File: config.mk
export PLATFORM = sky130hd
export DESIGN_NAME = x86_mov_instruction_decoder
export DESIGN_NICKNAME = d
export VERILOG_FILES = /design/src/design/x86mov_pkg.sv /design/src/design/x86_mov_instruction_decoder.sv /design/src/design/x86mov_in_reg.sv /design/src/design/x86mov_decode.sv /design/src/design/x86mov_out_reg.sv
export SDC_FILE = /design/constraint.sdc
export NUM_CORES = 1
export LEC_CHECK = 0
export BUFFER_PORTS_ARGS = -buffer_cell sky130_fd_sc_hd__buf_2
export CAP_MARGIN = 20
export CORE_UTILIZATION = 25
export DETAILED_ROUTE_END_ITERATION = 12
export GPL_ROUTABILITY_DRIVEN = 0
export PLACE_DENSITY = 0.41
export SKIP_CTS_REPAIR_TIMING = 1
export SLEW_MARGIN = 10
export SYNTH_ARGS = -nofsm -noshare
export SYNTH_HDL_FRONTEND = slang
export SYNTH_SLANG_ARGS = --single-unit
export TNS_END_PERCENT = 20
File: constraint.sdc
create_clock -name clk -period 7.45 [get_ports clk]
set_clock_uncertainty 0.2 [all_clocks]
set_input_delay 0.3725 -clock clk [delete_from_list [all_inputs] [get_ports clk]]
set_output_delay 0.3725 -clock clk [all_outputs]
set_load 0.01 [all_outputs]
File: src/design/x86mov_pkg.sv
// Shared types and constants for the x86 MOV instruction decoder.
// Used by every module of the block; depends on nothing else.
package x86mov_pkg;

  // One code byte of the instruction buffer.
  typedef struct packed {
    logic [7:0] code_byte;
    logic       last_byte;
  } in_item_t;

  // One decode result, one per buffer.
  typedef struct packed {
    logic [1:0]         status;
    logic [3:0]         length;
    logic [1:0]         form;
    logic [2:0]         dest_reg;
    logic [2:0]         src_reg;
    logic               size_16;
    logic signed [31:0] value;
    logic               lock;
    logic               rep;
    logic               repne;
    logic [2:0]         segment;
    logic               address_16;
  } out_item_t;

  // Decode phase within one buffer.
  typedef enum logic [1:0] {
    PH_PREFIX,
    PH_MODRM,
    PH_VALUE,
    PH_DONE
  } phase_t;

  // Result status codes.
  localparam logic [1:0] ST_OK        = 2'd0;
  localparam logic [1:0] ST_TRUNCATED = 2'd1;
  localparam logic [1:0] ST_UNSUPP    = 2'd2;
  localparam logic [1:0] ST_TOO_LONG  = 2'd3;

  // Instruction form codes.
  localparam logic [1:0] FORM_RM_REG  = 2'd0;
  localparam logic [1:0] FORM_REG_IMM = 2'd1;
  localparam logic [1:0] FORM_REG_REG = 2'd2;
  localparam logic [1:0] FORM_REG_MEM = 2'd3;

  // Segment override codes.
  localparam logic [2:0] SEG_NONE = 3'd0;
  localparam logic [2:0] SEG_ES   = 3'd1;
  localparam logic [2:0] SEG_CS   = 3'd2;
  localparam logic [2:0] SEG_SS   = 3'd3;
  localparam logic [2:0] SEG_DS   = 3'd4;
  localparam logic [2:0] SEG_FS   = 3'd5;
  localparam logic [2:0] SEG_GS   = 3'd6;

  // Prefix bytes.
  localparam logic [7:0] PFX_LOCK   = 8'hF0;
  localparam logic [7:0] PFX_REPNE  = 8'hF2;
  localparam logic [7:0] PFX_REP    = 8'hF3;
  localparam logic [7:0] PFX_ES     = 8'h26;
  localparam logic [7:0] PFX_CS     = 8'h2E;
  localparam logic [7:0] PFX_SS     = 8'h36;
  localparam logic [7:0] PFX_DS     = 8'h3E;
  localparam logic [7:0] PFX_FS     = 8'h64;
  localparam logic [7:0] PFX_GS     = 8'h65;
  localparam logic [7:0] PFX_OP16   = 8'h66;
  localparam logic [7:0] PFX_ADDR16 = 8'h67;

  // Opcodes of the supported MOV forms.
  localparam logic [7:0] OP_MOV_RM_REG = 8'h89;
  localparam logic [7:0] OP_MOV_REG_RM = 8'h8B;
  localparam logic [7:0] OP_MOV_IMM    = 8'hB8;
  localparam logic [7:0] OP_IMM_MASK   = 8'hF8;

  // ModRM mod field values.
  localparam logic [1:0] MOD_NODISP = 2'd0;
  localparam logic [1:0] MOD_DISP8  = 2'd1;
  localparam logic [1:0] MOD_REG    = 2'd3;

endpackage

File: src/design/x86_mov_instruction_decoder.sv
// Decoder for three x86 MOV forms, fed one code byte request per cycle while the result register has space.
// Top level; depends on x86mov_pkg, x86mov_in_reg, x86mov_decode, x86mov_out_reg.
//
// The byte channel (byte_valid, byte_ready, byte_data) carries the code bytes
// of one buffer, the final one marked by last_byte. The result channel
// (result_valid, result_ready, result_data) carries exactly one result per
// buffer: status, length, form, registers, value and the prefixes seen.
// A byte is held in the input register, decoded combinationally against the
// buffer state, and its result, if any, is loaded into the result register
// once that register has space. One byte is taken every cycle while the
// result register has space; the only loop is the per-byte state update
// between the two registers. Bytes after the instruction ends are swallowed
// until the final byte, which returns the buffer state to its reset value.
// Reset empties both registers and clears the buffer state. While a result
// waits unread, the byte holding the input register is not decoded and
// byte_ready falls once that register is full; nothing is dropped.
module x86_mov_instruction_decoder #(
  parameter int MAX_INSN_LENGTH = 15
) (
  input  logic                  clk,
  input  logic                  rst,
  input  logic                  byte_valid,
  output logic                  byte_ready,
  input  x86mov_pkg::in_item_t  byte_data,
  output logic                  result_valid,
  input  logic                  result_ready,
  output x86mov_pkg::out_item_t result_data
);

  logic                  held_valid;
  x86mov_pkg::in_item_t  held_data;
  logic                  step;
  logic                  space;
  logic                  dec_emit;
  x86mov_pkg::out_item_t dec_res;

  // A held byte is decoded when the result register can take a result.
  assign step = held_valid && space;

  x86mov_in_reg u_in_reg (
    .clk        (clk),
    .rst        (rst),
    .byte_valid (byte_valid),
    .byte_ready (byte_ready),
    .byte_data  (byte_data),
    .step       (step),
    .held_valid (held_valid),
    .held_data  (held_data)
  );

  x86mov_decode #(
    .MAX_INSN_LENGTH (MAX_INSN_LENGTH)
  ) u_decode (
    .clk     (clk),
    .rst     (rst),
    .step    (step),
    .byte_in (held_data),
    .emit    (dec_emit),
    .res     (dec_res)
  );

  x86mov_out_reg u_out_reg (
    .clk          (clk),
    .rst          (rst),
    .load         (step && dec_emit),
    .load_data    (dec_res),
    .space        (space),
    .result_valid (result_valid),
    .result_ready (result_ready),
    .result_data  (result_data)
  );

  // A decoded result always lands in the result register.
  assert property (@(posedge clk) disable iff (rst)
    step && dec_emit |=> result_valid)
    else $error("decoded result was not registered");

  // A waiting result is never overwritten by a new decode.
  assert property (@(posedge clk) disable iff (rst)
    result_valid && !result_ready |-> !step)
    else $error("byte decoded while a result was waiting");

  // A too-long result always reports the length limit.
  assert property (@(posedge clk) disable iff (rst)
    result_valid && result_data.status == x86mov_pkg::ST_TOO_LONG
      |-> result_data.length == 4'(MAX_INSN_LENGTH))
    else $error("too-long result with wrong length");

  // A stalled result stays offered with its payload unchanged.
  assert property (@(posedge clk) disable iff (rst)
    result_valid && !result_ready |=> result_valid && $stable(result_data))
    else $error("waiting result changed or was withdrawn");

endmodule

File: src/design/x86mov_in_reg.sv
// Input register of the MOV decoder: holds one code byte request.
// Depends on x86mov_pkg for the byte type.
module x86mov_in_reg (
  input  logic                 clk,
  input  logic                 rst,
  input  logic                 byte_valid,
  output logic                 byte_ready,
  input  x86mov_pkg::in_item_t byte_data,
  input  logic                 step,
  output logic                 held_valid,
  output x86mov_pkg::in_item_t held_data
);

  // Room for a new byte when empty or when the held byte is consumed now.
  assign byte_ready = !held_valid || step;

  // Occupancy flag.
  always_ff @(posedge clk) begin
    if (rst) begin
      held_valid <= 1'b0;
    end else if (byte_ready) begin
      held_valid <= byte_valid;
    end
  end

  // Payload needs no reset.
  always_ff @(posedge clk) begin
    if (byte_ready && byte_valid) begin
      held_data <= byte_data;
    end
  end

endmodule

File: src/design/x86mov_decode.sv
// Per-byte decode state and next-state logic of the MOV decoder.
// Depends on x86mov_pkg for types, phases and byte constants.
module x86mov_decode #(
  parameter int MAX_INSN_LENGTH = 15
) (
  input  logic                  clk,
  input  logic                  rst,
  input  logic                  step,
  input  x86mov_pkg::in_item_t  byte_in,
  output logic                  emit,
  output x86mov_pkg::out_item_t res
);

  localparam int CW = $clog2(MAX_INSN_LENGTH + 1);

  // Buffer state.
  x86mov_pkg::phase_t phase, phase_next;
  logic [CW-1:0] byte_count, byte_count_next;
  logic          pf_lock, pf_lock_next;
  logic          pf_rep, pf_rep_next;
  logic          pf_repne, pf_repne_next;
  logic          pf_op16, pf_op16_next;
  logic          pf_addr16, pf_addr16_next;
  logic [2:0]    pf_segment, pf_segment_next;
  logic [7:0]    opcode_reg, opcode_reg_next;
  logic [7:0]    modrm_reg, modrm_reg_next;
  logic [31:0]   value_accum, value_accum_next;
  logic [2:0]    value_left, value_left_next;

  // Result fields before assembly.
  logic [1:0]  r_status;
  logic [3:0]  r_length;
  logic [1:0]  r_form;
  logic [2:0]  r_dest;
  logic [2:0]  r_src;
  logic        r_size16;
  logic [31:0] r_value;

  // Byte slices and value assembly helpers.
  logic [7:0]  b;
  logic [1:0]  b_mod;
  logic [1:0]  m_mod;
  logic        disp8;
  logic [2:0]  value_total;
  logic [1:0]  value_idx;
  logic [31:0] accum_new;
  logic [2:0]  left_new;
  logic [31:0] disp_value;
  logic [CW-1:0] count_inc;

  assign b           = byte_in.code_byte;
  assign b_mod       = b[7:6];
  assign m_mod       = modrm_reg[7:6];
  assign disp8       = (opcode_reg == x86mov_pkg::OP_MOV_REG_RM) &&
                       (m_mod == x86mov_pkg::MOD_DISP8);
  assign value_total = disp8 ? 3'd1 : 3'd4;
  assign value_idx   = 2'(value_total - value_left);
  assign accum_new   = value_accum | ({24'd0, b} << {value_idx, 3'b000});
  assign left_new    = value_left - 3'd1;
  assign disp_value  = (disp8 && accum_new[7]) ? (accum_new | 32'hFFFF_FF00) : accum_new;
  assign count_inc   = byte_count + CW'(1);

  // Next state and result for the byte in hand.
  always_comb begin
    phase_next       = phase;
    byte_count_next  = byte_count;
    pf_lock_next     = pf_lock;
    pf_rep_next      = pf_rep;
    pf_repne_next    = pf_repne;
    pf_op16_next     = pf_op16;
    pf_addr16_next   = pf_addr16;
    pf_segment_next  = pf_segment;
    opcode_reg_next  = opcode_reg;
    modrm_reg_next   = modrm_reg;
    value_accum_next = value_accum;
    value_left_next  = value_left;
    emit     = 1'b0;
    r_status = x86mov_pkg::ST_OK;
    r_length = 4'd0;
    r_form   = x86mov_pkg::FORM_RM_REG;
    r_dest   = 3'd0;
    r_src    = 3'd0;
    r_size16 = 1'b0;
    r_value  = 32'd0;

    if (phase != x86mov_pkg::PH_DONE) begin
      if (byte_count >= CW'(MAX_INSN_LENGTH)) begin
        // Length limit reached with the instruction still open.
        emit     = 1'b1;
        r_status = x86mov_pkg::ST_TOO_LONG;
        r_length = 4'(MAX_INSN_LENGTH);
      end else begin
        byte_count_next = count_inc;
        r_length        = count_inc[3:0];
        case (phase)
          x86mov_pkg::PH_PREFIX: begin
            case (b)
              x86mov_pkg::PFX_LOCK:   pf_lock_next = 1'b1;
              x86mov_pkg::PFX_REPNE:  pf_repne_next = 1'b1;
              x86mov_pkg::PFX_REP:    pf_rep_next = 1'b1;
              x86mov_pkg::PFX_ES:     pf_segment_next = x86mov_pkg::SEG_ES;
              x86mov_pkg::PFX_CS:     pf_segment_next = x86mov_pkg::SEG_CS;
              x86mov_pkg::PFX_SS:     pf_segment_next = x86mov_pkg::SEG_SS;
              x86mov_pkg::PFX_DS:     pf_segment_next = x86mov_pkg::SEG_DS;
              x86mov_pkg::PFX_FS:     pf_segment_next = x86mov_pkg::SEG_FS;
              x86mov_pkg::PFX_GS:     pf_segment_next = x86mov_pkg::SEG_GS;
              x86mov_pkg::PFX_OP16:   pf_op16_next = 1'b1;
              x86mov_pkg::PFX_ADDR16: pf_addr16_next = 1'b1;
              default: begin
                opcode_reg_next = b;
                if (b == x86mov_pkg::OP_MOV_RM_REG || b == x86mov_pkg::OP_MOV_REG_RM) begin
                  phase_next = x86mov_pkg::PH_MODRM;
                end else if ((b & x86mov_pkg::OP_IMM_MASK) == x86mov_pkg::OP_MOV_IMM) begin
                  value_accum_next = 32'd0;
                  value_left_next  = 3'd4;
                  phase_next       = x86mov_pkg::PH_VALUE;
                end else begin
                  emit     = 1'b1;
                  r_status = x86mov_pkg::ST_UNSUPP;
                end
              end
            endcase
          end
          x86mov_pkg::PH_MODRM: begin
            modrm_reg_next = b;
            if (opcode_reg == x86mov_pkg::OP_MOV_RM_REG) begin
              emit = 1'b1;
              if (b_mod == x86mov_pkg::MOD_REG) begin
                r_dest = b[2:0];
                r_src  = b[5:3];
              end else begin
                r_status = x86mov_pkg::ST_UNSUPP;
              end
            end else if (b_mod == x86mov_pkg::MOD_REG || b_mod == x86mov_pkg::MOD_NODISP) begin
              emit     = 1'b1;
              r_form   = (b_mod == x86mov_pkg::MOD_REG) ? x86mov_pkg::FORM_REG_REG
                                                        : x86mov_pkg::FORM_REG_MEM;
              r_dest   = b[5:3];
              r_src    = b[2:0];
              r_size16 = pf_op16;
            end else begin
              value_accum_next = 32'd0;
              value_left_next  = (b_mod == x86mov_pkg::MOD_DISP8) ? 3'd1 : 3'd4;
              phase_next       = x86mov_pkg::PH_VALUE;
            end
          end
          x86mov_pkg::PH_VALUE: begin
            // Little-endian value bytes; disp8 is sign-extended at the end.
            value_accum_next = accum_new;
            value_left_next  = left_new;
            if (left_new == 3'd0) begin
              emit = 1'b1;
              if (opcode_reg != x86mov_pkg::OP_MOV_REG_RM) begin
                r_form  = x86mov_pkg::FORM_REG_IMM;
                r_dest  = opcode_reg[2:0];
                r_value = accum_new;
              end else begin
                value_accum_next = disp_value;
                r_form   = (m_mod == x86mov_pkg::MOD_REG) ? x86mov_pkg::FORM_REG_REG
                                                          : x86mov_pkg::FORM_REG_MEM;
                r_dest   = modrm_reg[5:3];
                r_src    = modrm_reg[2:0];
                r_size16 = pf_op16;
                r_value  = disp_value;
              end
            end
          end
          default: ;
        endcase
      end
      if (emit) begin
        phase_next = x86mov_pkg::PH_DONE;
      end
    end

    // The final byte closes the buffer, reporting truncation if nothing went out.
    if (byte_in.last_byte) begin
      if (!emit && phase != x86mov_pkg::PH_DONE) begin
        emit     = 1'b1;
        r_status = x86mov_pkg::ST_TRUNCATED;
        r_length = byte_count_next[3:0];
        r_form   = x86mov_pkg::FORM_RM_REG;
        r_dest   = 3'd0;
        r_src    = 3'd0;
        r_size16 = 1'b0;
        r_value  = 32'd0;
      end
    end
  end

  // Result word; the prefix fields include this byte's prefix.
  always_comb begin
    res.status     = r_status;
    res.length     = r_length;
    res.form       = r_form;
    res.dest_reg   = r_dest;
    res.src_reg    = r_src;
    res.size_16    = r_size16;
    res.value      = r_value;
    res.lock       = pf_lock_next;
    res.rep        = pf_rep_next;
    res.repne      = pf_repne_next;
    res.segment    = pf_segment_next;
    res.address_16 = pf_addr16_next;
  end

  // State registers; everything returns to reset after the final byte.
  always_ff @(posedge clk) begin
    if (rst || (step && byte_in.last_byte)) begin
      phase       <= x86mov_pkg::PH_PREFIX;
      byte_count  <= '0;
      pf_lock     <= 1'b0;
      pf_rep      <= 1'b0;
      pf_repne    <= 1'b0;
      pf_op16     <= 1'b0;
      pf_addr16   <= 1'b0;
      pf_segment  <= x86mov_pkg::SEG_NONE;
      opcode_reg  <= 8'd0;
      modrm_reg   <= 8'd0;
      value_accum <= 32'd0;
      value_left  <= 3'd0;
    end else if (step) begin
      phase       <= phase_next;
      byte_count  <= byte_count_next;
      pf_lock     <= pf_lock_next;
      pf_rep      <= pf_rep_next;
      pf_repne    <= pf_repne_next;
      pf_op16     <= pf_op16_next;
      pf_addr16   <= pf_addr16_next;
      pf_segment  <= pf_segment_next;
      opcode_reg  <= opcode_reg_next;
      modrm_reg   <= modrm_reg_next;
      value_accum <= value_accum_next;
      value_left  <= value_left_next;
    end
  end

endmodule

File: src/design/x86mov_out_reg.sv
// Result register of the MOV decoder: holds one finished result.
// Depends on x86mov_pkg for the result type.
module x86mov_out_reg (
  input  logic                  clk,
  input  logic                  rst,
  input  logic                  load,
  input  x86mov_pkg::out_item_t load_data,
  output logic                  space,
  output logic                  result_valid,
  input  logic                  result_ready,
  output x86mov_pkg::out_item_t result_data
);

  // A new result may be written when empty or when the waiting one leaves now.
  assign space = !result_valid || result_ready;

  // Occupancy flag.
  always_ff @(posedge clk) begin
    if (rst) begin
      result_valid <= 1'b0;
    end else if (space) begin
      result_valid <= load;
    end
  end

  // Payload needs no reset.
  always_ff @(posedge clk) begin
    if (load) begin
      result_data <= load_data;
    end
  end

endmodule

After elaboration in Yosys (flattened, before gate mapping)
Cells that the tools add are included.
{"block": "op_classes", "eq_ne": 34, "n_reduce_logical": 26, "shifts": 1, "magnitude_cmp": 1, "muxes": 119, "n_bitwise": 3, "n_addsub": 3}
{"cell": "2-to-1 mux 32 bit", "n": 14}
{"cell": "case mux 32 bit (3 select lines)", "n": 1}
{"cell": "2-to-1 mux 3 bit", "n": 27}
{"cell": "== test 8 bit, second input constant", "n": 7}
{"cell": "2-to-1 mux 2 bit", "n": 24}
{"cell": "2-to-1 mux 1 bit", "n": 38}
{"cell": "== test 8 x 6 -> 1 bit, second input constant", "n": 4}
{"cell": "== test 8 x 7 -> 1 bit, second input constant", "n": 4}
{"cell": "OR 32 bit", "n": 1}
{"cell": "left shift 8 x 5 -> 32 bit", "n": 1}
{"cell": "2-to-1 mux 4 bit", "n": 6}
{"cell": "case mux 3 bit (6 select lines)", "n": 1}
{"cell": "inequality test 2 bit, second input constant", "n": 6}
{"cell": "case mux 2 bit (2 select lines)", "n": 3}
{"cell": "case mux 3 bit (2 select lines)", "n": 2}
{"cell": "OR reduction 11 bit", "n": 1}
{"cell": "AND reduction 5 bit", "n": 2}
{"cell": "case mux 3 bit (3 select lines)", "n": 1}
{"cell": "AND reduction 9 bit", "n": 1}
{"cell": "inequality test 8 bit, second input constant", "n": 1}
{"cell": "AND reduction 8 bit", "n": 1}
{"cell": "logical AND 1 bit", "n": 7}
{"cell": "== test 2 x 1 -> 1 bit, second input constant", "n": 3}
{"cell": "== test 2 bit, second input constant", "n": 3}
{"cell": "other kinds (18)", "n": 28}
{"block": "word_totals", "inputBits": 13, "wordCells": 215, "ff_bits": 130}

Longest topological paths before layout
{"block": "depth", "ltp_word": 15, "ltp_mapped": 10}

Modules after synthesis
From an unflattened synthesis, not the netlist that was laid out.
{"block": "hier_totals", "cells_unflattened": 572, "hier_area_um2": 5931.9}
{"mod": "x86mov_decode", "cells_each": 498, "instances": 1, "seq_area_each_um2": 1301.2, "area_per_inst_um2": 3926.3}
{"mod": "x86mov_out_reg", "cells_each": 58, "instances": 1, "seq_area_each_um2": 1641.6, "area_per_inst_um2": 1667.8}
{"mod": "x86mov_in_reg", "cells_each": 14, "instances": 1, "seq_area_each_um2": 290.3, "area_per_inst_um2": 325.3}
{"mod": "x86_mov_instruction_decoder", "cells_each": 2, "instances": 1, "seq_area_each_um2": 0.0, "area_per_inst_um2": 12.5}

Worst setup path after synthesis
Ideal clock, no wire load.
{"block": "synth_path", "path_kind": "reg-to-reg", "from": "register, netlist name u_in_reg.held_data[7]", "to": "register, netlist name u_out_reg.result_data[0]", "required_time_ns": 6.686, "setup_ns": 0.564, "path_stages_with_launch": 9, "path_buffers": 2, "slack_ns": 0.736, "period_less_slack_ns": 6.714, "arrival_time_ns": 5.950, "path_cell_list": "edfxtp_1 -> clkbuf_1 -> inv_1 -> ha_1 -> and4_4 -> buf_6 -> nor3_1 -> a21oi_1 -> a311oi_1"}
{"block": "synth_between", "elab_chain_cells": 13, "elab_cells_between_ends": 33, "classes_between": "15 x eq/ne; 11 x mux; 7 x reduce/logical"}
{"item": "parallel branches: the longest is 4 deep, another holds OR reduction 11 bit"}
{"item": "case mux 1 bit (3 select lines) (*)", "line": "x86mov_decode.sv:95", "source": "case (phase)"}
{"item": "2-to-1 mux 1 bit (*)", "line": "x86mov_decode.sv:87", "source": "if (byte_count >= CW'(MAX_INSN_LENGTH)) begin"}
{"item": "2-to-1 mux 1 bit (*) (2 in a row)", "line": "x86mov_decode.sv:86", "source": "if (phase != x86mov_pkg::PH_DONE) begin"}
{"item": "zero test 1 bit", "line": "x86mov_decode.sv:178", "source": "if (!emit && phase != x86mov_pkg::PH_DONE) begin"}
{"item": "logical AND 1 bit", "line": "x86mov_decode.sv:178"}
{"item": "2-to-1 mux 1 bit", "line": "x86mov_decode.sv:178"}
{"item": "2-to-1 mux 1 bit (*)", "line": "x86mov_decode.sv:177", "source": "if (byte_in.last_byte) begin"}
{"item": "logical AND 1 bit (*)", "line": "x86_mov_instruction_decoder.sv:65", "source": ".load (step && dec_emit),"}
{"item": "via u_out_reg.load", "line": "x86mov_out_reg.sv:6", "source": "input logic load,"}
Mark *: on every way through the listed nets, which the timed path passes. The select of a mux whose other input is x is not followed.
A chain may end at the register's enable or synchronous reset.

Final worst setup path
{"block": "layout_path", "from": "register u_decode.opcode_reg[4]", "to": "register u_decode.value_accum[3]"}
{"block": "layout_between", "elab_chain_cells": 10, "elab_cells_between_ends": 14, "classes_between": "1 x add/sub; 4 x eq/ne; 1 x shift; 5 x mux; 1 x bitwise; 2 x reduce/logical"}
{"item": "from (decl)", "line": "x86mov_decode.sv:25", "source": "logic [7:0] opcode_reg, opcode_reg_next;"}
{"item": "from (signal assigned)", "line": "x86mov_decode.sv:231", "source": "opcode_reg <= opcode_reg_next;"}
{"item": "== test 8 bit", "line": "x86mov_decode.sv:54", "source": "assign disp8 = (opcode_reg == x86mov_pkg::OP_MOV_REG_RM) &&"}
{"item": "logical AND 1 bit", "line": "x86mov_decode.sv:54"}
{"item": "2-to-1 mux 1 bit", "line": "x86mov_decode.sv:56", "source": "assign value_total = disp8 ? 3'd1 : 3'd4;"}
{"item": "subtractor 2 bit", "line": "x86mov_decode.sv:57", "source": "assign value_idx = 2'(value_total - value_left);"}
{"item": "left shift 8 x 5 -> 32 bit", "line": "x86mov_decode.sv:58", "source": "assign accum_new = value_accum | ({24'd0, b} << {value_idx, 3'b000});"}
{"item": "OR 32 bit", "line": "x86mov_decode.sv:58"}
{"item": "2-to-1 mux 32 bit", "line": "x86mov_decode.sv:60", "source": "assign disp_value = (disp8 && accum_new[7]) ? (accum_new | 32'hFFFF_FF00) : accum_new;"}
{"item": "2-to-1 mux 32 bit", "line": "x86mov_decode.sv:153", "source": "if (opcode_reg != x86mov_pkg::OP_MOV_REG_RM) begin"}
{"item": "2-to-1 mux 32 bit", "line": "x86mov_decode.sv:151", "source": "if (left_new == 3'd0) begin"}
{"item": "case mux 32 bit (3 select lines)", "line": "x86mov_decode.sv:95"}
{"item": "to (signal assigned)", "line": "x86mov_decode.sv:233", "source": "value_accum <= value_accum_next;"}
{"item": "to (decl)", "line": "x86mov_decode.sv:27", "source": "logic [31:0] value_accum, value_accum_next;"}
Parallel ways exist; a longest one is shown, timed or not.

==> flow_summary.json <==
{
  "run_status": "complete, but fails checks",
  "violations": "design-rule violations",
  "min_period_over_period": 0.587,
  "switching_share": 0.256,
  "syn_inst": 610,
  "rows": 57,
  "grt_max_degree": 51,
  "fin_nets": 692,
  "die_area_um2": 25200,
  "ys.flop_type": "dfxtp_1",
  "grt_pass1_vias": 4944,
  "fin_cells": 1002,
  "fin_area_um2": 7490,
  "routed-via-count": 4976,
  "max_freq_mhz": 228,
  "ys_seq_area_frac": 0.526,
  "ys_warn_count": 0,
  "path_clk_slew_ps": 60,
  "period_needed_ps": 4380,
  "final_common_cell": "nor2_1",
  "worstMarginPinSlew_ps": 1110,
  "rsz0062_at_grt": "false",
  "path_max_fanout": 18,
  "synth_top_area_frac": 0.308,
  "start_util": 0.254,
  "reg2reg_slack_ps": 3070,
  "die_x_um": 159,
  "powerDensity_nw_per_um2": 238,
  "placed_area_um2": 6750,
  "dr.max_layer_used": "met4",
  "synth_fp_nets": 637,
  "cts_max_level": 4,
  "syn_area_per_cell_um2": 10.1,
  "largestRegisters": "u_out_reg.result_data x54, u_decode.value_accum x32, u_in_reg.held_data x9",
  "cp-start-kind": "flop",
  "grt_pass1_wl_um": 27800,
  "end_kind": "flop",
  "cap_violations": 0,
  "drt-wirelength-per-cell_um": 17.2,
  "setup_viol": 0,
  "place_inst": 957,
  "yosysTopAreaCell": "edfxtp_1",
  "cts_buffers": 17,
  "clock-sinks": 130,
  "io_pins": 69,
  "dr.pass1.iters": 9,
  "fin_tns_setup_ps": 0,
  "wl_met3_um": 641,
  "core_um2": 24200,
  "ys_async_sr_fraction": 0,
  "synth.area.top_cells": "edfxtp_1 (31%), dfxtp_1 (22%), a21oi_1 (5.6%), nor2_1 (5.4%), o31ai_1 (3.4%)",
  "power_leakage_nw": 2.62,
  "clkPwrFrac": 0.465,
  "clk_path_buf_depth": 2,
  "internal_power_w": 0.00133,
  "hpwl_um": 11400,
  "routed_wl_um": 17300,
  "max_slew_margin": 0.259,
  "grt_antenna_before_repair": 0,
  "layout_common_cells": "nor2_1 (88), a21oi_1 (69), buf_2 (68)",
  "synth_area_um2": 6150,
  "worstHoldPathType": "in -> reg",
  "diodes": 0,
  "detail-route-antenna-nets": 0,
  "p_sw_w": 0.000457,
  "seq_power_share": 0.453,
  "root_buffer": "clkbuf_16",
  "finalHoldViolations": 0,
  "clock_latency_ps": 420,
  "regMostFlops": "u_out_reg.result_data",
  "die_h_um": 159,
  "arrival_ps": 4530,
  "synth_edf_count": 63,
  "critical_path_class": "reg -> reg",
  "grt.total_usage": 0.141,
  "grt.overflow.total": 0,
  "crit_required_ps": 7600,
  "cts_tree": "built",
  "wl_met2_um": 7920,
  "ys_ff_latch": 130,
  "drt_iter0_markers": 338,
  "port_buffers": 68,
  "p_comb_frac": 0.082,
  "ys_types": 72,
  "wl_met1_um": 8400,
  "max-vdd-ir-drop_v": 0.000131,
  "area_growth_pct": 21.8,
  "vias_per_cell": 4.97,
  "drv_slew": 0,
  "largest_reg_flops": 54,
  "drive_gt1_frac": 0.186,
  "drcViolationCount": 2
}
-- layer usage --
metal,GRT usage,up-vias
li1,-,2397
met5,0,-
met2,0.225,117
met4,0.0555,0
met1,0.187,2440
met3,0.0293,22
-- final cells by class --
cell class	count	area (um2)
timing repair buffer	87	554
sequential	130	3230
fill	2609	16800
multi-input combinational	412	2650
tap	324	405
inverter	17	63.8
clock inverter	14	155
clock buffer	18	429
-- worst paths after layout --
path	from	to	cells after the start
worst max-delay path	u_decode.opcode_reg[4]	u_decode.value_accum[3]	8
worst min register to register	u_decode.value_accum[18]	u_decode.value_accum[18]	2
worst min-delay path	result_ready	u_out_reg.result_valid	4
worst max register to register	u_decode.opcode_reg[4]	u_decode.value_accum[3]	8
-- Yosys cell counts (3+ instances only) --
| master | count |
|---|---|
| nor2b_1 | 4 |
| xnor2_1 | 3 |
| clkbuf_1 | 32 |
| nand4_1 | 4 |
| o21ai_0 | 8 |
| dfxtp_1 | 67 |
| a311oi_1 | 3 |
| o31ai_1 | 28 |
| buf_6 | 6 |
| inv_1 | 15 |
| mux2i_1 | 17 |
| a41oi_1 | 10 |
| nor3_1 | 7 |
| edfxtp_1 | 63 |
| ha_1 | 14 |
| a221oi_1 | 3 |
| o211a_1 | 3 |
| nand2_1 | 21 |
| nor2_1 | 88 |
| nand3_1 | 30 |
| a211oi_1 | 9 |
| a21oi_1 | 69 |
| buf_2 | 10 |
| a22oi_1 | 3 |
| nand2b_1 | 3 |
| a31oi_1 | 31 |
-- through the flow --
stage / setup WS (ps) / util / power, W / hold WS (ps)
2_1_floorplan: 736 / - / 0.000911 / 229
3_3_place_gp: 2980 / 0.277 / 0.000962 / 244
3_5_place_dp: 2660 / 0.278 / 0.000964 / 256
4_1_cts: 2640 / 0.303 / 0.00180 / -96.9
5_1_grt: 2760 / 0.309 / 0.00185 / 183
6_report: 3070 / 0.309 / 0.00179 / 141
-- logic make-up (layout without fill, tap and decap cells) --
logic type      count (synthesis)  count (layout)  share of synthesized area
mux                            18              18                     0.0295
buf+inv                        68             136                     0.0510
xor+xnor                        4               4                    0.00570
fa+ha+maj                      14              14                     0.0285
simple gates                  184             184                      0.152
flops                         130             130                      0.526
compound gates                192             192                      0.208
-- power groups by stage --
stage / combinational (W) / sequential, W / clock (W)
finish: 0.000147 / 0.000808 / 0.000830
global route: 0.000161 / 0.000812 / 0.000878
CTS: 0.000141 / 0.000808 / 0.000848
detailed placement: 0.000140 / 0.000824 / 0
global placement: 0.000139 / 0.000823 / 0
floorplan: 0.0000951 / 0.000816 / 0
-- worst max-delay path, cell delays in order, from the launching register on --
cell,delay [ps]
dfxtp_1,340
nor4b_4,390
nand4_1,590
buf_6,370
ha_1,590
clkinv_1,530
nor2_1,860
a41oi_1,250
nor2_1,160
(Power assumes the default switching activity.)
